`config.mk`:
```
export PLATFORM = sky130hd
export DESIGN_NAME = path_vector_route_table
export DESIGN_NICKNAME = d
export VERILOG_FILES = /design/src/hdl/pvrt_pkg.sv /design/src/hdl/pvrt_front.sv /design/src/hdl/pvrt_queue.sv /design/src/hdl/pvrt_back.sv /design/src/hdl/path_vector_route_table.sv
export SDC_FILE = /design/constraint.sdc
export NUM_CORES = 2
export LEC_CHECK = 0
export BUFFER_PORTS_ARGS = -buffer_cell sky130_fd_sc_hd__buf_2
export CAP_MARGIN = 0
export CORE_MARGIN = 2
export CORE_UTILIZATION = 35
export DETAILED_ROUTE_END_ITERATION = 8
export PLACE_DENSITY = 0.54
export SYNTH_ARGS = -nofsm -noshare
export SYNTH_HDL_FRONTEND = slang
export SYNTH_HIERARCHICAL = 1
export SYNTH_SLANG_ARGS = --single-unit
```
`constraint.sdc`:
```
create_clock -name clk -period 9.9 [get_ports clk]
set_clock_uncertainty 0.2 [all_clocks]
set_input_delay 1.485 -clock clk [delete_from_list [all_inputs] [get_ports clk]]
set_output_delay 1.485 -clock clk [all_outputs]
set_load 0.01 [all_outputs]
```
`src/hdl/pvrt_pkg.sv`:
```
// Shared types, constants and helpers for the path-vector route table
package pvrt_pkg;

    localparam int MAX_ENTRIES = 16;
    localparam int PATH_MAX    = 8;
    localparam int ID_BITS     = 4;
    localparam int IDX_W       = $clog2(MAX_ENTRIES);
    localparam int CNT_W       = $clog2(MAX_ENTRIES + 1);
    localparam int COST_W      = 16;
    localparam int LEN_W       = 4;
    localparam int PATH_W      = 32;
    localparam int Q_DEPTH     = 2;
    localparam int QPTR_W      = $clog2(Q_DEPTH);
    localparam int QCNT_W      = $clog2(Q_DEPTH + 1);

    typedef enum logic [2:0] {
        CMD_CLEAR    = 3'd0,
        CMD_ADD_NBR  = 3'd1,
        CMD_ADD_SELF = 3'd2,
        CMD_UPDATE   = 3'd3,
        CMD_DEAD     = 3'd4,
        CMD_READ     = 3'd5,
        CMD_RSVD6    = 3'd6,
        CMD_RSVD7    = 3'd7
    } cmd_t;

    typedef enum logic [1:0] {
        STS_OK    = 2'd0,
        STS_FULL  = 2'd1,
        STS_RANGE = 2'd2,
        STS_RSVD  = 2'd3
    } status_t;

    typedef struct packed {
        cmd_t                cmd;
        logic [ID_BITS-1:0]  dest;
        logic [ID_BITS-1:0]  hop;
        logic [COST_W-1:0]   total;
        logic [COST_W-1:0]   cost;
        logic [LEN_W-1:0]    plen;
        logic [PATH_W-1:0]   path;
        logic                full;
        logic                mine;
        logic [IDX_W-1:0]    idx;
    } item_t;

    typedef struct packed {
        status_t             status;
        logic                changed;
        logic [CNT_W-1:0]    entry_count;
        logic [ID_BITS-1:0]  dest;
        logic [ID_BITS-1:0]  hop;
        logic [COST_W-1:0]   cost;
        logic [LEN_W-1:0]    plen;
        logic [PATH_W-1:0]   path;
    } result_t;

    function automatic logic [PATH_W-1:0] prefix_path(
        input logic [ID_BITS-1:0] self_id,
        input logic [PATH_W-1:0]  adv,
        input logic [LEN_W-1:0]   len
    );
        logic [PATH_W-1:0] p;
        p = '0;
        p[ID_BITS-1:0] = self_id;
        for (int k = 0; k < PATH_MAX - 1; k++) begin
            if (LEN_W'(k) < len) begin
                p[(k+1)*ID_BITS +: ID_BITS] = adv[k*ID_BITS +: ID_BITS];
            end
        end
        return p;
    endfunction

    function automatic logic id_in_path(
        input logic [ID_BITS-1:0] self_id,
        input logic [PATH_W-1:0]  adv,
        input logic [LEN_W-1:0]   len
    );
        logic hit;
        hit = 1'b0;
        for (int k = 0; k < PATH_MAX; k++) begin
            if (LEN_W'(k) < len && adv[k*ID_BITS +: ID_BITS] == self_id) begin
                hit = 1'b1;
            end
        end
        return hit;
    endfunction

endpackage

```
`src/hdl/pvrt_front.sv`:
```
// Front end: accepts commands, saturates costs and prepares new route fields
module pvrt_front import pvrt_pkg::*; (
    input  logic                in_valid,
    output logic                in_stall,
    input  logic [2:0]          cmd,
    input  logic [ID_BITS-1:0]  neighbor_id,
    input  logic [COST_W-1:0]   link_cost,
    input  logic [ID_BITS-1:0]  route_dest,
    input  logic [COST_W-1:0]   route_cost,
    input  logic [LEN_W-1:0]    route_path_len,
    input  logic [PATH_W-1:0]   route_path,
    input  logic [IDX_W-1:0]    entry_index,
    input  logic [ID_BITS-1:0]  my_id,
    input  logic [COST_W-1:0]   infinity_cost,
    input  logic                q_full,
    output logic                push,
    output item_t               item
);

    logic [COST_W:0]    sum;
    logic [COST_W-1:0]  total;
    logic [LEN_W-1:0]   len;
    logic               full;

    assign in_stall = q_full;
    assign push     = in_valid && !q_full;

    always_comb
    begin
        sum   = {1'b0, route_cost} + {1'b0, link_cost};
        total = (sum >= {1'b0, infinity_cost}) ? infinity_cost : sum[COST_W-1:0];
        len   = (route_path_len > LEN_W'(PATH_MAX)) ? LEN_W'(PATH_MAX) : route_path_len;
        full  = (len >= LEN_W'(PATH_MAX));

        item       = '0;
        item.cmd   = cmd_t'(cmd);
        item.total = total;
        item.full  = full;
        item.mine  = id_in_path(my_id, route_path, len);
        item.idx   = entry_index;
        item.hop   = neighbor_id;
        unique case (cmd_t'(cmd))
            CMD_ADD_NBR:
            begin
                item.dest = neighbor_id;
                item.cost = link_cost;
                item.plen = LEN_W'(2);
                item.path = PATH_W'({neighbor_id, my_id});
            end
            CMD_ADD_SELF:
            begin
                item.dest = my_id;
                item.hop  = my_id;
                item.cost = '0;
                item.plen = LEN_W'(1);
                item.path = PATH_W'(my_id);
            end
            CMD_UPDATE:
            begin
                item.dest = route_dest;
                item.cost = full ? infinity_cost : total;
                item.plen = full ? LEN_W'(PATH_MAX) : len + LEN_W'(1);
                item.path = prefix_path(my_id, route_path, len);
            end
            default:
            begin
                item.dest = route_dest;
            end
        endcase
    end

endmodule

```
`src/hdl/pvrt_queue.sv`:
```
// Short command queue between the front end and the table sequencer
module pvrt_queue import pvrt_pkg::*; (
    input  logic   clk,
    input  logic   rst_n,
    input  logic   push,
    input  item_t  push_item,
    output logic   full,
    input  logic   pop,
    output logic   q_valid,
    output item_t  q_item
);

    item_t              slot_reg [Q_DEPTH];
    logic [QPTR_W-1:0]  wr_ptr_reg, wr_ptr_next;
    logic [QPTR_W-1:0]  rd_ptr_reg, rd_ptr_next;
    logic [QCNT_W-1:0]  cnt_reg, cnt_next;
    logic               do_pop;

    assign full    = (cnt_reg == QCNT_W'(Q_DEPTH));
    assign q_valid = (cnt_reg != '0);
    assign q_item  = slot_reg[rd_ptr_reg];
    assign do_pop  = pop && q_valid;

    always_comb
    begin
        wr_ptr_next = wr_ptr_reg;
        rd_ptr_next = rd_ptr_reg;
        cnt_next    = cnt_reg;
        if (push)
        begin
            wr_ptr_next = (wr_ptr_reg == QPTR_W'(Q_DEPTH - 1)) ? '0 : wr_ptr_reg + QPTR_W'(1);
        end
        if (do_pop)
        begin
            rd_ptr_next = (rd_ptr_reg == QPTR_W'(Q_DEPTH - 1)) ? '0 : rd_ptr_reg + QPTR_W'(1);
        end
        if (push && !do_pop)
        begin
            cnt_next = cnt_reg + QCNT_W'(1);
        end
        else if (do_pop && !push)
        begin
            cnt_next = cnt_reg - QCNT_W'(1);
        end
    end

    always_ff @(posedge clk or negedge rst_n)
    begin
        if (!rst_n)
        begin
            wr_ptr_reg <= '0;
            rd_ptr_reg <= '0;
            cnt_reg    <= '0;
        end
        else
        begin
            wr_ptr_reg <= wr_ptr_next;
            rd_ptr_reg <= rd_ptr_next;
            cnt_reg    <= cnt_next;
        end
    end

    always_ff @(posedge clk)
    begin
        if (push)
        begin
            slot_reg[wr_ptr_reg] <= push_item;
        end
    end

endmodule

```
`src/hdl/pvrt_back.sv`:
```
// Table sequencer: holds the route table, scans it and registers the result
module pvrt_back import pvrt_pkg::*; (
    input  logic               clk,
    input  logic               rst_n,
    input  logic               q_valid,
    input  item_t              q_item,
    output logic               pop,
    input  logic [COST_W-1:0]  infinity_cost,
    output logic               out_valid,
    input  logic               out_stall,
    output result_t            out_res
);

    typedef enum logic [1:0] {
        S_IDLE,
        S_SCAN,
        S_READ,
        S_EMIT
    } state_t;

    state_t             state_reg, state_next;
    item_t              item_reg, item_next;
    logic [CNT_W-1:0]   ptr_reg, ptr_next;
    logic [CNT_W-1:0]   count_reg, count_next;
    result_t            res_reg, res_next;
    logic               out_valid_reg, out_valid_next;
    result_t            out_res_reg, out_res_next;

    logic [ID_BITS-1:0] dest_mem [MAX_ENTRIES];
    logic [ID_BITS-1:0] hop_mem  [MAX_ENTRIES];
    logic [COST_W-1:0]  cost_mem [MAX_ENTRIES];
    logic [LEN_W-1:0]   plen_mem [MAX_ENTRIES];
    logic [PATH_W-1:0]  path_mem [MAX_ENTRIES];

    logic [IDX_W-1:0]   rd_idx;
    logic [ID_BITS-1:0] rd_dest, rd_hop;
    logic [COST_W-1:0]  rd_cost;
    logic [LEN_W-1:0]   rd_plen;
    logic [PATH_W-1:0]  rd_path;

    logic               wr_en;
    logic [IDX_W-1:0]   wr_idx;
    logic [ID_BITS-1:0] wr_dest, wr_hop;
    logic [COST_W-1:0]  wr_cost;
    logic [LEN_W-1:0]   wr_plen;
    logic [PATH_W-1:0]  wr_path;
    logic               take;

    assign rd_idx  = ptr_reg[IDX_W-1:0];
    assign rd_dest = dest_mem[rd_idx];
    assign rd_hop  = hop_mem[rd_idx];
    assign rd_cost = cost_mem[rd_idx];
    assign rd_plen = plen_mem[rd_idx];
    assign rd_path = path_mem[rd_idx];

    assign out_valid = out_valid_reg;
    assign out_res   = out_res_reg;

    always_comb
    begin
        state_next     = state_reg;
        item_next      = item_reg;
        ptr_next       = ptr_reg;
        count_next     = count_reg;
        res_next       = res_reg;
        out_valid_next = out_valid_reg;
        out_res_next   = out_res_reg;
        pop            = 1'b0;
        wr_en          = 1'b0;
        wr_idx         = rd_idx;
        wr_dest        = rd_dest;
        wr_hop         = rd_hop;
        wr_cost        = rd_cost;
        wr_plen        = rd_plen;
        wr_path        = rd_path;
        take           = (rd_hop == item_reg.hop) ? (rd_cost != item_reg.total)
                         : ((item_reg.total < rd_cost) && !item_reg.mine);

        if (out_valid_reg && !out_stall)
        begin
            out_valid_next = 1'b0;
        end

        unique case (state_reg)
            S_IDLE:
            begin
                if (q_valid)
                begin
                    pop        = 1'b1;
                    item_next  = q_item;
                    ptr_next   = '0;
                    res_next   = '0;
                    state_next = S_EMIT;
                    unique case (q_item.cmd)
                        CMD_CLEAR:
                        begin
                            count_next = '0;
                        end
                        CMD_ADD_NBR, CMD_ADD_SELF:
                        begin
                            if (count_reg >= CNT_W'(MAX_ENTRIES))
                            begin
                                res_next.status = STS_FULL;
                            end
                            else
                            begin
                                wr_en            = 1'b1;
                                wr_idx           = count_reg[IDX_W-1:0];
                                wr_dest          = q_item.dest;
                                wr_hop           = q_item.hop;
                                wr_cost          = q_item.cost;
                                wr_plen          = q_item.plen;
                                wr_path          = q_item.path;
                                count_next       = count_reg + CNT_W'(1);
                                res_next.changed = 1'b1;
                            end
                        end
                        CMD_UPDATE, CMD_DEAD:
                        begin
                            state_next = S_SCAN;
                        end
                        CMD_READ:
                        begin
                            if (CNT_W'(q_item.idx) >= count_reg)
                            begin
                                res_next.status = STS_RANGE;
                            end
                            else
                            begin
                                ptr_next   = CNT_W'(q_item.idx);
                                state_next = S_READ;
                            end
                        end
                        default:
                        begin
                        end
                    endcase
                end
            end
            S_SCAN:
            begin
                if (ptr_reg == count_reg)
                begin
                    state_next = S_EMIT;
                    if (item_reg.cmd == CMD_UPDATE)
                    begin
                        if (count_reg >= CNT_W'(MAX_ENTRIES))
                        begin
                            res_next.status = STS_FULL;
                        end
                        else
                        begin
                            wr_en            = 1'b1;
                            wr_idx           = count_reg[IDX_W-1:0];
                            wr_dest          = item_reg.dest;
                            wr_hop           = item_reg.hop;
                            wr_cost          = item_reg.cost;
                            wr_plen          = item_reg.plen;
                            wr_path          = item_reg.path;
                            count_next       = count_reg + CNT_W'(1);
                            res_next.changed = 1'b1;
                        end
                    end
                end
                else if (item_reg.cmd == CMD_UPDATE)
                begin
                    if (rd_dest == item_reg.dest)
                    begin
                        state_next = S_EMIT;
                        if (take)
                        begin
                            wr_en            = 1'b1;
                            wr_hop           = item_reg.hop;
                            wr_cost          = item_reg.cost;
                            res_next.changed = 1'b1;
                            if (!item_reg.full)
                            begin
                                wr_plen = item_reg.plen;
                                wr_path = item_reg.path;
                            end
                        end
                    end
                    else
                    begin
                        ptr_next = ptr_reg + CNT_W'(1);
                    end
                end
                else
                begin
                    if (rd_hop == item_reg.hop)
                    begin
                        wr_en   = 1'b1;
                        wr_cost = infinity_cost;
                        if (rd_cost != infinity_cost)
                        begin
                            res_next.changed = 1'b1;
                        end
                    end
                    ptr_next = ptr_reg + CNT_W'(1);
                end
            end
            S_READ:
            begin
                res_next.dest = rd_dest;
                res_next.hop  = rd_hop;
                res_next.cost = rd_cost;
                res_next.plen = rd_plen;
                res_next.path = rd_path;
                state_next    = S_EMIT;
            end
            S_EMIT:
            begin
                if (!out_valid_reg || !out_stall)
                begin
                    out_valid_next           = 1'b1;
                    out_res_next             = res_reg;
                    out_res_next.entry_count = count_reg;
                    state_next               = S_IDLE;
                end
            end
            default:
            begin
                state_next = S_IDLE;
            end
        endcase
    end

    always_ff @(posedge clk or negedge rst_n)
    begin
        if (!rst_n)
        begin
            state_reg     <= S_IDLE;
            ptr_reg       <= '0;
            count_reg     <= '0;
            out_valid_reg <= 1'b0;
            item_reg      <= '0;
            res_reg       <= '0;
            out_res_reg   <= '0;
        end
        else
        begin
            state_reg     <= state_next;
            ptr_reg       <= ptr_next;
            count_reg     <= count_next;
            out_valid_reg <= out_valid_next;
            item_reg      <= item_next;
            res_reg       <= res_next;
            out_res_reg   <= out_res_next;
        end
    end

    always_ff @(posedge clk)
    begin
        if (wr_en)
        begin
            dest_mem[wr_idx] <= wr_dest;
            hop_mem[wr_idx]  <= wr_hop;
            cost_mem[wr_idx] <= wr_cost;
            plen_mem[wr_idx] <= wr_plen;
            path_mem[wr_idx] <= wr_path;
        end
    end

endmodule

```
`src/hdl/path_vector_route_table.sv`:
```
// Path-vector route table: top level with configuration registers
// Clear, add and reserved commands go from idle straight to emit; read passes through
// a read state; update and neighbour dead scan the table one entry per cycle, update
// stopping at the matching entry and neighbour dead scanning the whole table.
// The sequencer handles one command at a time, taking another only after the last result is registered; a
// two-entry queue decouples intake. Reset: route count, queue and output cleared;
// my_id 0, infinity_cost 999; table contents are undefined until written.
module path_vector_route_table import pvrt_pkg::*; (
    input  logic                clk,
    input  logic                rst_n,
    input  logic                psel,
    input  logic                penable,
    input  logic                pwrite,
    input  logic [2:0]          paddr,
    input  logic [31:0]         pwdata,
    output logic [31:0]         prdata,
    output logic                pready,
    input  logic                in_valid,
    output logic                in_stall,
    input  logic [2:0]          cmd,
    input  logic [ID_BITS-1:0]  neighbor_id,
    input  logic [COST_W-1:0]   link_cost,
    input  logic [ID_BITS-1:0]  route_dest,
    input  logic [COST_W-1:0]   route_cost,
    input  logic [LEN_W-1:0]    route_path_len,
    input  logic [PATH_W-1:0]   route_path,
    input  logic [IDX_W-1:0]    entry_index,
    output logic                out_valid,
    input  logic                out_stall,
    output logic [1:0]          status,
    output logic                changed,
    output logic [CNT_W-1:0]    entry_count,
    output logic [ID_BITS-1:0]  out_dest,
    output logic [ID_BITS-1:0]  out_next_hop,
    output logic [COST_W-1:0]   out_cost,
    output logic [LEN_W-1:0]    out_path_len,
    output logic [PATH_W-1:0]   out_path
);

    logic [ID_BITS-1:0] my_id_reg;
    logic [COST_W-1:0]  inf_reg;
    logic               q_full, push, pop, q_valid;
    item_t              push_item, q_item;
    result_t            res;

    assign pready = 1'b1;
    assign prdata = paddr[2] ? 32'(inf_reg) : 32'(my_id_reg);

    always_ff @(posedge clk or negedge rst_n)
    begin
        if (!rst_n)
        begin
            my_id_reg <= '0;
            inf_reg   <= COST_W'(999);
        end
        else if (psel && penable && pwrite && pready)
        begin
            if (paddr[2])
            begin
                inf_reg <= pwdata[COST_W-1:0];
            end
            else
            begin
                my_id_reg <= pwdata[ID_BITS-1:0];
            end
        end
    end

    pvrt_front u_front (
        .in_valid       (in_valid),
        .in_stall       (in_stall),
        .cmd            (cmd),
        .neighbor_id    (neighbor_id),
        .link_cost      (link_cost),
        .route_dest     (route_dest),
        .route_cost     (route_cost),
        .route_path_len (route_path_len),
        .route_path     (route_path),
        .entry_index    (entry_index),
        .my_id          (my_id_reg),
        .infinity_cost  (inf_reg),
        .q_full         (q_full),
        .push           (push),
        .item           (push_item)
    );

    pvrt_queue u_queue (
        .clk       (clk),
        .rst_n     (rst_n),
        .push      (push),
        .push_item (push_item),
        .full      (q_full),
        .pop       (pop),
        .q_valid   (q_valid),
        .q_item    (q_item)
    );

    pvrt_back u_back (
        .clk           (clk),
        .rst_n         (rst_n),
        .q_valid       (q_valid),
        .q_item        (q_item),
        .pop           (pop),
        .infinity_cost (inf_reg),
        .out_valid     (out_valid),
        .out_stall     (out_stall),
        .out_res       (res)
    );

    assign status       = res.status;
    assign changed      = res.changed;
    assign entry_count  = res.entry_count;
    assign out_dest     = res.dest;
    assign out_next_hop = res.hop;
    assign out_cost     = res.cost;
    assign out_path_len = res.plen;
    assign out_path     = res.path;

    a_count_bound: assert property (@(posedge clk) disable iff (!rst_n)
        out_valid |-> entry_count <= CNT_W'(MAX_ENTRIES))
        else $error("entry count beyond table size");

    a_full_unchanged: assert property (@(posedge clk) disable iff (!rst_n)
        out_valid && status == STS_FULL |-> !changed)
        else $error("dropped route reported as change");

    a_range_zero: assert property (@(posedge clk) disable iff (!rst_n)
        out_valid && status == STS_RANGE |-> out_cost == '0 && out_path == '0 && !changed)
        else $error("out of range read returned data");

    a_no_push_when_full: assert property (@(posedge clk) disable iff (!rst_n)
        q_full |-> !push)
        else $error("queue written while full");

endmodule

```
==> results.ini <==
[floorplan]
die_area_um2 = 170000
die_w_um = 413
die_h_um = 413
coreArea_um2 = 165000
boundaryPins = 228
placementRows = 149
initial_core_util_pct = 35.3

[setup_path]
path_cells = buf_4, nor2_1, a221oi_1, a21oi_1, ha_1, a211o_1, a2111oi_0, o21ai_0, and3_1, or3_1, buf_4, and3_1, o31ai_2
cp_max_fo = 34
critPathCaptureType = flip-flop
arrival_ps = 7330
startpoint_type = flip-flop
slowest_stage = o31ai_2
cp.required_ps = 10100
worstSetupPathType = flip-flop to flip-flop
critical-path-max-stage-delay_ps = 970

[cts]
hold_buffers = 0
clock-sinks = 1379
cts_buffer_depth = 3
clk_latency_ps = 770
cts_root_buf = clkbuf_16
h-tree-depth = 4
cts_made_buffers = 139
cts_setup_buffers = 0
cts_tree = built
cts_resized = 0
clk_pin_slew_worst_paths_ps = 60

[route]
wire_per_inst_um = 26.9
remaining_drc_errors = 0
vias = 31600
drt-total-wl_um = 157000
dr.pass1.iters = 7
drtAntennaViolNets = 0
viasPerCell = 5.40
drtIter0Drc = 2750

[sta]
max_freq_mhz = 140
tns_ps = 0
finalCritPeriodShare_pct = 72.0
drv_slew = 0
finalHoldViolCount = 0
rsz0062_at_grt = false
setup_viol = 0
relSlewSlack_pct = 17.5
finalCriticalPeriod_ps = 7130
tightest_slew_ps = 1240

[grt]
grt-ovfl-total = 0
antenna_found_initial = 1
grtUsageTotal_pct = 18.3
first_global_vias = 31800
grt_pass1_wl_um = 226000
grt_max_degree = 109

[power]
p_total_mw = 21.3
p_leak_nw = 23.1
power_density_nw_per_um2 = 319
irDropWorstVdd_uv = 147

[layout]
largest_reg_flops = 512
final_cell_mix = 1130 x edfxtp_1, 248 x mux4_2, 236 x dfrtp_1, 222 x mux2_2, 191 x buf_2
layout_commonest_cell = edfxtp_1
drive_gt1_share_pct = 29.9
nNetsFinal = 3728
synthToLayoutAreaGrowth_pct = 14.4

[logic_synthesis]
ys_seq_elements = 1379
netlist_area_um2 = 58400
synth_top_flop_cell = edfxtp_1
yosysSeqAreaShare_pct = 68.8
synth_cells = 3300
synth_edf_count = 1130
ys_async_sr_fraction_pct = 18.1
synth.avg_cell_area_um2 = 17.7
yosysUniqueCellTypes = 93
synth_warnings = 6

[status]
outcome = finished, final reports clean

[job]
cap_violations = 0

[placed_design]
gp_congestion = 0.819
portBuffers = 192
dpl.hpwl_um = 92300

[min_path]
hold_path.class = flip-flop to flip-flop

## per-layer routing
layer	part of all wire [%]	GRT usage, %	wire (um)
met2	47	28.9	73500
met1	45	26.1	71300
met4	2.2	5.06	3390
met5	0	0	0
met3	5.9	3.07	9210
## cell families after synthesis
| group | after synthesis | share of synthesized area, % |
|---|---|---|
| compound gates | 425 | 5.44 |
| xor+xnor | 85 | 1.27 |
| fa+ha+maj | 65 | 1.40 |
| buf+inv | 264 | 2.23 |
| flops | 1379 | 68.8 |
| mux | 618 | 16.8 |
| other cells | 2 | 0.0129 |
| simple gates | 462 | 4.03 |
## synthesized netlist by cell type, types with 13 or more instances
master | n | share of area [%]
mux2_4 | 52 | 1.3
a22oi_1 | 16 | 0.21
buf_2 | 33 | 0.28
nor2_1 | 91 | 0.58
nor2b_1 | 14 | 0.15
o21ai_1 | 29 | 0.25
xnor2_1 | 55 | 0.82
a221oi_1 | 22 | 0.33
clkbuf_1 | 107 | 0.69
ha_1 | 64 | 1.4
xor2_1 | 30 | 0.45
o31ai_1 | 13 | 0.17
a21o_1 | 20 | 0.26
nand2_1 | 123 | 0.79
nor3_1 | 41 | 0.35
mux4_2 | 248 | 9.6
edfxtp_1 | 1130 | 58
mux2i_1 | 90 | 1.5
inv_1 | 57 | 0.37
mux2_2 | 222 | 4.3
dfrtp_1 | 241 | 10
nand4_1 | 15 | 0.16
o21ai_0 | 51 | 0.44
a22o_1 | 53 | 0.79
o211ai_1 | 17 | 0.22
nand3_1 | 28 | 0.24
a21oi_1 | 68 | 0.58
buf_4 | 32 | 0.41
buf_1 | 20 | 0.13
a221o_1 | 43 | 0.74
and2_1 | 86 | 0.92
## worst max-delay path, delay by kind of cell, from the launching register on
family | cells | cell delay (ps)
AOI/OAI and AO/OA | 6 | 2960
adders and majority gates | 1 | 330
buffers and inverters | 2 | 970
DFF | 1 | 880
and+or+nand+nor | 4 | 1320
## layout make-up
class | count | area, um2
Clock buffer | 190 | 3910
Clock inverter | 67 | 768
Inverter | 57 | 219
Tap cell | 2189 | 2740
Antenna cell | 4 | 10.0
Sequential cell | 1379 | 40200
Fill cell | 14900 | 98500
Multi-Input combinational cell | 1672 | 17200
Timing Repair Buffer | 289 | 1830
## stage by stage
stage	setup slack (ps)	area, um2	instances	hold slack [ps]	utilization (%)
after floorplan	325	58500	3315	244	-
final	2770	66800	5847	276	40.4
after global routing	2490	66800	5843	306	40.4
after detailed placement	2690	62100	5585	271	37.6
after global placement	2670	62100	5585	267	37.6
after CTS	2650	66800	5842	283	40.4
## path summary, 6_finish.rpt
kind / start / slack, ps / endpoint / cells after the start
min in group asynchronous: rst_n / 520 / inf_reg[13]$_DFFE_PN0P_ / 1
worst min register to register: u_back/res_reg[44]$_DFFE_PN0P_ / 280 / u_back/res_reg[44]$_DFFE_PN0P_ / 2
max in group asynchronous: rst_n / 7610 / u_back/out_res[5]$_DFFE_PN0P_ / 2
worst min-delay path: u_back/res_reg[44]$_DFFE_PN0P_ / 280 / u_back/res_reg[44]$_DFFE_PN0P_ / 2
worst max-delay path: u_back/ptr_reg[2]$_DFFE_PN0P_ / 2770 / u_back/cost_mem[0][11]$_DFFE_PP_ / 13
worst max register to register: u_back/ptr_reg[2]$_DFFE_PN0P_ / 2770 / u_back/cost_mem[0][11]$_DFFE_PP_ / 13
## power breakdown
group | leakage (nW) | total [mW] | internal (mW) | switching [mW]
registers | 13.4 | 8.92 | 8.41 | 0.509
clock network | 2.28 | 5.41 | 3.17 | 2.24
logic | 7.49 | 6.97 | 2.57 | 4.40
total | 23.1 | 21.3 | 14.1 | 7.15
No activity file was read; power rests on OpenSTA's default activity.
